## src/skf_pkg.sv

```systemverilog
// skf_pkg: types, constants and state encoding for the scalar Kalman bank.
// No dependencies; used by every module in src.
package skf_pkg;

    localparam int FRAC_BITS = 16;
    localparam int AXES      = 3;
    localparam int CHANNELS  = 2 * AXES;
    localparam int CH_W      = $clog2(CHANNELS);
    localparam int AX_W      = 2;
    localparam int DIV_W     = 32 + FRAC_BITS;   // dividend width
    localparam int DIVC_W    = $clog2(DIV_W + 1);

    localparam logic [31:0] ONE_FIX = 32'(1) << FRAC_BITS;
    localparam logic [31:0] Q_RESET = 32'd655;
    localparam logic [31:0] R_RESET = 32'd6554;

    localparam logic [1:0] REG_GYRO_Q  = 2'd0;
    localparam logic [1:0] REG_GYRO_R  = 2'd1;
    localparam logic [1:0] REG_ACCEL_Q = 2'd2;
    localparam logic [1:0] REG_ACCEL_R = 2'd3;

    typedef struct packed {
        logic               mode;
        logic signed [31:0] meas_roll;
        logic signed [31:0] meas_pitch;
        logic signed [31:0] meas_yaw;
    } in_item_t;

    typedef struct packed {
        logic               group;
        logic signed [31:0] est_roll;
        logic signed [31:0] est_pitch;
        logic signed [31:0] est_yaw;
    } out_item_t;

    typedef enum logic [2:0] {
        ST_IDLE,
        ST_LOAD,
        ST_DIV,
        ST_MUL,
        ST_WRITE,
        ST_OUT
    } state_t;

    // controller -> datapath
    typedef struct packed {
        logic           capture;    // latch input item
        logic           load;       // load channel, form Ppred and start divide
        logic           div_step;   // one restoring divide step
        logic           mul;        // register products
        logic           write;      // write back channel, store axis result
        logic [AX_W-1:0] axis;
    } cmd_t;

    // datapath -> controller
    typedef struct packed {
        logic div_done;
        logic primed;
    } sts_t;

endpackage

```

## src/skf_ctrl.sv

```systemverilog
// skf_ctrl: sequencer walking the axes of one item through load, divide,
// multiply, write back (unseeded: load, write back). Depends on skf_pkg.
module skf_ctrl (
    input  logic          clk,
    input  logic          rst_n,
    input  logic          in_valid,
    output logic          in_stall,
    output logic          out_valid,
    input  logic          out_stall,
    output skf_pkg::cmd_t cmd,
    input  skf_pkg::sts_t sts
);

    skf_pkg::state_t state_reg, state_next;
    logic [skf_pkg::AX_W-1:0] axis_reg, axis_next;
    logic last_axis;

    assign last_axis = (axis_reg == skf_pkg::AX_W'(skf_pkg::AXES - 1));

    always_ff @(posedge clk or negedge rst_n)
    begin
        if (!rst_n)
        begin
            state_reg <= skf_pkg::ST_IDLE;
            axis_reg  <= '0;
        end
        else
        begin
            state_reg <= state_next;
            axis_reg  <= axis_next;
        end
    end

    always_comb
    begin
        state_next = state_reg;
        axis_next  = axis_reg;
        unique case (state_reg)
            skf_pkg::ST_IDLE:
                if (in_valid)
                begin
                    state_next = skf_pkg::ST_LOAD;
                    axis_next  = '0;
                end
            skf_pkg::ST_LOAD:
                state_next = sts.primed ? skf_pkg::ST_DIV : skf_pkg::ST_WRITE;
            skf_pkg::ST_DIV:
                if (sts.div_done)
                    state_next = skf_pkg::ST_MUL;
            skf_pkg::ST_MUL:
                state_next = skf_pkg::ST_WRITE;
            skf_pkg::ST_WRITE:
                if (last_axis)
                    state_next = skf_pkg::ST_OUT;
                else
                begin
                    state_next = skf_pkg::ST_LOAD;
                    axis_next  = axis_reg + 1'b1;
                end
            skf_pkg::ST_OUT:
                if (!out_stall)
                    state_next = skf_pkg::ST_IDLE;
            default:
                state_next = skf_pkg::ST_IDLE;
        endcase
    end

    always_comb
    begin
        cmd          = '0;
        cmd.axis     = axis_reg;
        in_stall     = 1'b1;
        out_valid    = 1'b0;
        unique case (state_reg)
            skf_pkg::ST_IDLE:
            begin
                in_stall    = 1'b0;
                cmd.capture = in_valid;
            end
            skf_pkg::ST_LOAD:  cmd.load     = 1'b1;
            skf_pkg::ST_DIV:   cmd.div_step = 1'b1;
            skf_pkg::ST_MUL:   cmd.mul      = 1'b1;
            skf_pkg::ST_WRITE: cmd.write    = 1'b1;
            skf_pkg::ST_OUT:   out_valid    = 1'b1;
            default:           cmd          = '0;
        endcase
    end

endmodule

```

## src/skf_datapath.sv

```systemverilog
// skf_datapath: channel state, noise registers, shared restoring divider and
// the gain multiplies. Depends on skf_pkg.
module skf_datapath (
    input  logic                clk,
    input  logic                rst_n,
    input  logic                cfg_we,
    input  logic [1:0]          cfg_index,
    input  logic [31:0]         cfg_data,
    input  skf_pkg::in_item_t   in_data,
    output skf_pkg::out_item_t  out_data,
    input  skf_pkg::cmd_t       cmd,
    output skf_pkg::sts_t       sts
);

    localparam int F = skf_pkg::FRAC_BITS;
    localparam int N = skf_pkg::DIV_W;

    logic [31:0] gq_reg, gr_reg, aq_reg, ar_reg;
    logic signed [31:0] est_reg [skf_pkg::CHANNELS];
    logic [31:0]        var_reg [skf_pkg::CHANNELS];
    logic [skf_pkg::CHANNELS-1:0] primed_reg;

    skf_pkg::in_item_t  item_reg;
    skf_pkg::out_item_t res_reg;

    logic [skf_pkg::CH_W-1:0] ch;
    logic signed [31:0] z, x;
    logic [31:0] ppred_reg;
    logic [32:0] den_reg;
    logic [N-1:0] quo_reg;
    logic [32:0] rem_reg;
    logic [skf_pkg::DIVC_W-1:0] cnt_reg;
    logic [31:0] q_sel, r_sel;
    logic [32:0] ppsum;
    logic [31:0] ppred_c;
    logic [33:0] rem_sh, rem_sub;
    logic [F:0] k;
    logic signed [F+1+33:0] kd_reg;
    logic [F+32:0] pv_reg;
    logic signed [32:0] diff;
    logic signed [32:0] dx;
    logic signed [32:0] est_new;

    assign ch = skf_pkg::CH_W'(item_reg.mode * skf_pkg::AXES) + skf_pkg::CH_W'(cmd.axis);
    assign q_sel = item_reg.mode ? aq_reg : gq_reg;
    assign r_sel = item_reg.mode ? ar_reg : gr_reg;

    always_comb
    begin
        unique case (cmd.axis)
            2'd0:    z = item_reg.meas_roll;
            2'd1:    z = item_reg.meas_pitch;
            default: z = item_reg.meas_yaw;
        endcase
    end
    assign x = est_reg[ch];

    assign ppsum   = {1'b0, var_reg[ch]} + {1'b0, q_sel};
    assign ppred_c = ppsum[32] ? 32'hFFFF_FFFF : ppsum[31:0];

    assign rem_sh  = {rem_reg, quo_reg[N-1]};
    assign rem_sub = rem_sh - {1'b0, den_reg};

    // gain is clamped to 1.0; zero denominator gives a gain of zero
    assign k = (den_reg == '0) ? '0
             : (quo_reg > N'(skf_pkg::ONE_FIX)) ? (F+1)'(skf_pkg::ONE_FIX)
             : quo_reg[F:0];
    assign diff = 33'(z) - 33'(x);

    assign dx      = 33'(kd_reg >>> F);
    assign est_new = 33'(x) + dx;

    assign sts.div_done = (cnt_reg == '0);
    assign sts.primed   = primed_reg[ch];

    always_ff @(posedge clk or negedge rst_n)
    begin
        if (!rst_n)
        begin
            gq_reg     <= skf_pkg::Q_RESET;
            gr_reg     <= skf_pkg::R_RESET;
            aq_reg     <= skf_pkg::Q_RESET;
            ar_reg     <= skf_pkg::R_RESET;
            primed_reg <= '0;
            for (int i = 0; i < skf_pkg::CHANNELS; i++)
            begin
                est_reg[i] <= '0;
                var_reg[i] <= skf_pkg::ONE_FIX;
            end
        end
        else
        begin
            if (cfg_we)
            begin
                unique case (cfg_index)
                    skf_pkg::REG_GYRO_Q:  gq_reg <= cfg_data;
                    skf_pkg::REG_GYRO_R:  gr_reg <= cfg_data;
                    skf_pkg::REG_ACCEL_Q: aq_reg <= cfg_data;
                    skf_pkg::REG_ACCEL_R: ar_reg <= cfg_data;
                    default:              gq_reg <= gq_reg;
                endcase
            end
            if (cmd.write)
            begin
                primed_reg[ch] <= 1'b1;
                if (!primed_reg[ch])
                begin
                    est_reg[ch] <= z;
                    var_reg[ch] <= skf_pkg::ONE_FIX;
                end
                else
                begin
                    est_reg[ch] <= est_new[31:0];
                    var_reg[ch] <= pv_reg[F+31:F];
                end
            end
        end
    end

    always_ff @(posedge clk)
    begin
        if (cmd.capture)
        begin
            item_reg <= in_data;
            res_reg  <= '{group: in_data.mode, default: '0};
        end
        if (cmd.load)
        begin
            ppred_reg <= ppred_c;
            den_reg   <= {1'b0, ppred_c} + {1'b0, r_sel};
            quo_reg   <= {ppred_c, F'(0)};
            rem_reg   <= '0;
            cnt_reg   <= skf_pkg::DIVC_W'(N);
        end
        if (cmd.div_step && cnt_reg != '0)
        begin
            cnt_reg <= cnt_reg - 1'b1;
            if (!rem_sub[33])
            begin
                rem_reg <= rem_sub[32:0];
                quo_reg <= {quo_reg[N-2:0], 1'b1};
            end
            else
            begin
                rem_reg <= rem_sh[32:0];
                quo_reg <= {quo_reg[N-2:0], 1'b0};
            end
        end
        if (cmd.mul)
        begin
            kd_reg <= $signed({1'b0, k}) * diff;
            pv_reg <= ((F+1)'(skf_pkg::ONE_FIX) - k) * ppred_reg;
        end
        if (cmd.write)
        begin
            unique case (cmd.axis)
                2'd0:    res_reg.est_roll  <= primed_reg[ch] ? est_new[31:0] : z;
                2'd1:    res_reg.est_pitch <= primed_reg[ch] ? est_new[31:0] : z;
                default: res_reg.est_yaw   <= primed_reg[ch] ? est_new[31:0] : z;
            endcase
        end
    end

    assign out_data = res_reg;

endmodule

```

## src/six_channel_scalar_kalman.sv

```systemverilog
// six_channel_scalar_kalman: top level of the six-channel scalar Kalman bank.
// Depends on skf_pkg, skf_ctrl and skf_datapath.
//
// One input transaction carries a group select (gyro or accel) and three
// signed Q16.16 samples; one output transaction returns the group's three new
// estimates. Items are handled one at a time: the three axes share one
// restoring divider that retires one quotient bit per cycle over 48 steps.
// Each seeded axis takes load, divide, multiply and write back; an axis still
// being seeded by its first sample takes only load and write back. A result is
// offered once all three axes are written back, and a new item is accepted
// only after the result is taken and the block is idle again. Noise registers
// are to be written through the cfg port only while no item is in flight; the
// block itself does not enforce this.
module six_channel_scalar_kalman (
    input  logic                clk,
    input  logic                rst_n,
    input  logic                in_valid,
    output logic                in_stall,
    input  skf_pkg::in_item_t   in_data,
    output logic                out_valid,
    input  logic                out_stall,
    output skf_pkg::out_item_t  out_data,
    input  logic                cfg_we,
    input  logic [1:0]          cfg_index,
    input  logic [31:0]         cfg_data
);

    skf_pkg::cmd_t cmd;
    skf_pkg::sts_t sts;

    skf_ctrl u_ctrl (
        .clk       (clk),
        .rst_n     (rst_n),
        .in_valid  (in_valid),
        .in_stall  (in_stall),
        .out_valid (out_valid),
        .out_stall (out_stall),
        .cmd       (cmd),
        .sts       (sts)
    );

    skf_datapath u_dp (
        .clk       (clk),
        .rst_n     (rst_n),
        .cfg_we    (cfg_we),
        .cfg_index (cfg_index),
        .cfg_data  (cfg_data),
        .in_data   (in_data),
        .out_data  (out_data),
        .cmd       (cmd),
        .sts       (sts)
    );

    // never accept while a result is pending
    a_no_overlap: assert property (@(posedge clk) disable iff (!rst_n)
        !(out_valid && !in_stall))
        else $error("input accepted while result pending");

    // an accepted item leaves the idle state
    a_accept_busy: assert property (@(posedge clk) disable iff (!rst_n)
        (in_valid && !in_stall) |=> in_stall)
        else $error("ready after accept");

    // commands are mutually exclusive
    a_cmd_onehot: assert property (@(posedge clk) disable iff (!rst_n)
        $onehot0({cmd.capture, cmd.load, cmd.div_step, cmd.mul, cmd.write}))
        else $error("overlapping datapath commands");

endmodule

```

## config.mk

```make
export PLATFORM = sky130hd
export DESIGN_NAME = six_channel_scalar_kalman
export DESIGN_NICKNAME = d
export VERILOG_FILES = /design/src/skf_pkg.sv /design/src/skf_ctrl.sv /design/src/skf_datapath.sv /design/src/six_channel_scalar_kalman.sv
export SDC_FILE = /design/constraint.sdc
export NUM_CORES = 2
export LEC_CHECK = 0
export ABC_AREA = 1
export BUFFER_PORTS_ARGS = -buffer_cell sky130_fd_sc_hd__buf_2
export CAP_MARGIN = 20
export CORE_MARGIN = 2
export CORE_UTILIZATION = 40
export DETAILED_ROUTE_END_ITERATION = 8
export PLACE_DENSITY = 0.6
export SLEW_MARGIN = 10
export SYNTH_ARGS = -nofsm -noshare
export SYNTH_HDL_FRONTEND = slang
export SYNTH_SLANG_ARGS = --single-unit
```

## constraint.sdc

```tcl
create_clock -name clk -period 14.1 [get_ports clk]
set_input_delay 1.41 -clock clk [delete_from_list [all_inputs] [get_ports clk]]
set_output_delay 1.41 -clock clk [all_outputs]
set_load 0.02 [all_outputs]
```

==> results.sh <==
export IMPL_ys_ff_latch=932
export IMPL_cts_resized=0
export IMPL_slew_headroom_pct=22.2
export IMPL_ys_types=75
export IMPL_post_cts_buffers=0
export IMPL_setup_viol_count_final=0
export IMPL_synth_top_area_share_pct=26.2
export IMPL_synth_edf_count=313
export IMPL_fmax_mhz=83.4
export IMPL_place_gp_congestion=0.955
export IMPL_critical_path_class="reg -> reg"
export IMPL_grt_max_degree=172
export IMPL_vias_per_cell=5.35
export IMPL_final_cells=13072
export IMPL_hold_buffers=0
export IMPL_synth_largest_area_cell="fa_1"
export IMPL_dieArea_um2=221000
export IMPL_initialDrtViolationCount=6507
export IMPL_dp_hpwl_um=224000
export IMPL_layout_common_cells="1888 x inv_1, 1759 x nand2_1, 1136 x fa_1"
export IMPL_routed_wl_um=288000
export IMPL_syn2layout_area_growth_pct=8.82
export IMPL_cp_end_kind="flip-flop"
export IMPL_dieWidth_um=470
export IMPL_fin_nets=11857
export IMPL_whs_ns=0.463
export IMPL_drive_above_1_share_pct=7.61
export IMPL_drtAntennaViolNets=0
export IMPL_yosys_top_cells_area="fa_1 26%, dfrtp_1 14%, edfxtp_1 11%"
export IMPL_cts_tree="yes"
export IMPL_die_y_um=470
export IMPL_hp_class="reg -> reg"
export IMPL_worstPathRequired_ns=14.55
export IMPL_maxCapViolCount=0
export IMPL_hold_violations=0
export IMPL_fin_setup_tns_ns=0
export IMPL_cp_arrival_ns=12.44
export IMPL_cts_root_buf="clkbuf_16"
export IMPL_clk_latency_ns=0.71
export IMPL_cpMaxStageDelayCell="nor4_1"
export IMPL_yosys_warnings=0
export IMPL_finClkSkew_ns=0.0487
export IMPL_track_usage_pct=26.0
export IMPL_synthArstFlopShare_pct=56.1
export IMPL_rsz0062_at_grt="no"
export IMPL_clock_path_buffers=3
export IMPL_antenna_found_initial=13
export IMPL_start_kind="flip-flop"
export IMPL_coreArea_um2=215000
export IMPL_dp_cells=12898
export IMPL_portBuffers=234
export IMPL_post_route_period_util_pct=85.0
export IMPL_overflow=0
export IMPL_synthCells=10026
export IMPL_grt_pass1_wl_um=441000
export IMPL_synth_flop_cell="dfrtp_1"
export IMPL_layout_commonest_cell="inv_1"
export IMPL_worst_path_most_repeated_cell="inv_1"
export IMPL_wl_per_cell_um=22.0
export IMPL_firstDrtPassIters=8
export IMPL_grt_pass1_vias=71548
export IMPL_status="finished clean"
export IMPL_num_rows=170
export IMPL_slowest_delay_ns=0.73
export IMPL_htreeDepth=3
export IMPL_route_detailed_drc=0
export IMPL_fin_crit_ns=11.99
export IMPL_tightest_slew_ns=1.17
export IMPL_initial_utilization_pct=40.4
export IMPL_yosysSeqAreaShare_pct=28.2
export IMPL_cts_buffers=91
export IMPL_clkTransAtPathRegs_ns=0.06
export IMPL_final_util_pct=43.9
export IMPL_syn_area_um2=86800
export IMPL_drv_slew=0
export IMPL_vias=69931
export IMPL_syn_avg_cell_area_um2=8.66
export IMPL_clock_sinks=932
export IMPL_io_pins=235
export IMPL_crit_fanout=18
[metal layers]
metal / GRT usage (%) / part of all wire [%]
met2: 41.2 / 45
met4: 8.43 / 3.6
met1: 36.7 / 43
met3: 3.72 / 7.7
met5: 0 / 0.0045
[Yosys cell counts (12+ instances only)]
| cell | n |
|---|---|
| o22ai_1 | 45 |
| a211oi_1 | 12 |
| nand2_1 | 1767 |
| nor3_1 | 66 |
| o21ai_1 | 48 |
| o21ai_0 | 766 |
| nor2_4 | 12 |
| edfxtp_1 | 313 |
| dfxtp_1 | 96 |
| a221oi_1 | 19 |
| a31oi_1 | 39 |
| nand3_1 | 409 |
| clkinv_1 | 15 |
| o221ai_1 | 15 |
| inv_2 | 23 |
| dfrtp_1 | 491 |
| o21bai_1 | 26 |
| nor2_1 | 921 |
| a22oi_1 | 54 |
| xor2_1 | 134 |
| xnor2_1 | 94 |
| o21a_1 | 21 |
| a21o_1 | 14 |
| a22o_1 | 23 |
| nor4_1 | 33 |
| o211ai_1 | 19 |
| fa_1 | 1136 |
| clkbuf_1 | 309 |
| inv_1 | 1895 |
| mux2_2 | 64 |
| ha_1 | 428 |
| or2_1 | 17 |
| nand4_1 | 63 |
| or2_2 | 57 |
| a21oi_1 | 371 |
| buf_2 | 29 |
| dfstp_2 | 32 |
| buf_1 | 30 |
[path summary, 6_finish.rpt]
check                                    startpoint                  to  slack, ns  depth (start not counted)
worst max-delay path            u_ctrl.state_reg[2]     u_dp.kd_reg[47]       2.11                         44
worst min-delay path             u_dp.primed_reg[0]  u_dp.primed_reg[0]       0.46                          2
worst max register to register  u_ctrl.state_reg[2]     u_dp.kd_reg[47]       2.11                         44
worst min register to register   u_dp.primed_reg[0]  u_dp.primed_reg[0]       0.46                          2
max in group asynchronous                     rst_n   u_dp.est_reg[187]      10.04                          5
min in group asynchronous                     rst_n     u_dp.ar_reg[15]       0.78                          1
[area by class of cell]
cell class	instances	area, µm²
antenna	5	12.5
clock buffer	126	2610
clock inverter	39	468
fill	21017	121000
inverter	1934	7260
multi-input combinational	6840	53900
sequential	932	24400
tap	2838	3550
timing repair buffer	358	2180
[stage by stage]
| step | worst slack (ns) | instance area [µm²] |
|---|---|---|
| final | 2.11 | 94400 |
| after global routing | 1.37 | 94400 |
| after CTS | 2.27 | 94300 |
| after detailed placement | 2.26 | 91300 |
| after global placement | 2.43 | 91200 |
| after floorplan | 4.54 | 87000 |
[worst max-delay path, delay by kind of cell, from the launching register on]
family	cells	cell delay [ns]
fa+ha+maj	10	4.43
buf+inv	8	1.01
compound gates	12	2.59
simple gates	14	3.24
flops	1	0.45
[cell families after synthesis]
family	count (synthesis)	share of synthesized area (%)
buffers and inverters	2319	10.2
AOI/OAI and AO/OA	1524	9.81
and+or+nand+nor	3385	16.2
muxes	69	0.888
DFF	932	28.2
adders and majority gates	1564	32.4
other	2	0.00865
xor gates and xnor gates	231	2.36
Power is left out: the tool's default activity adds up to more than one toggle a clock period on the data nets, which glitch-free logic cannot reach.
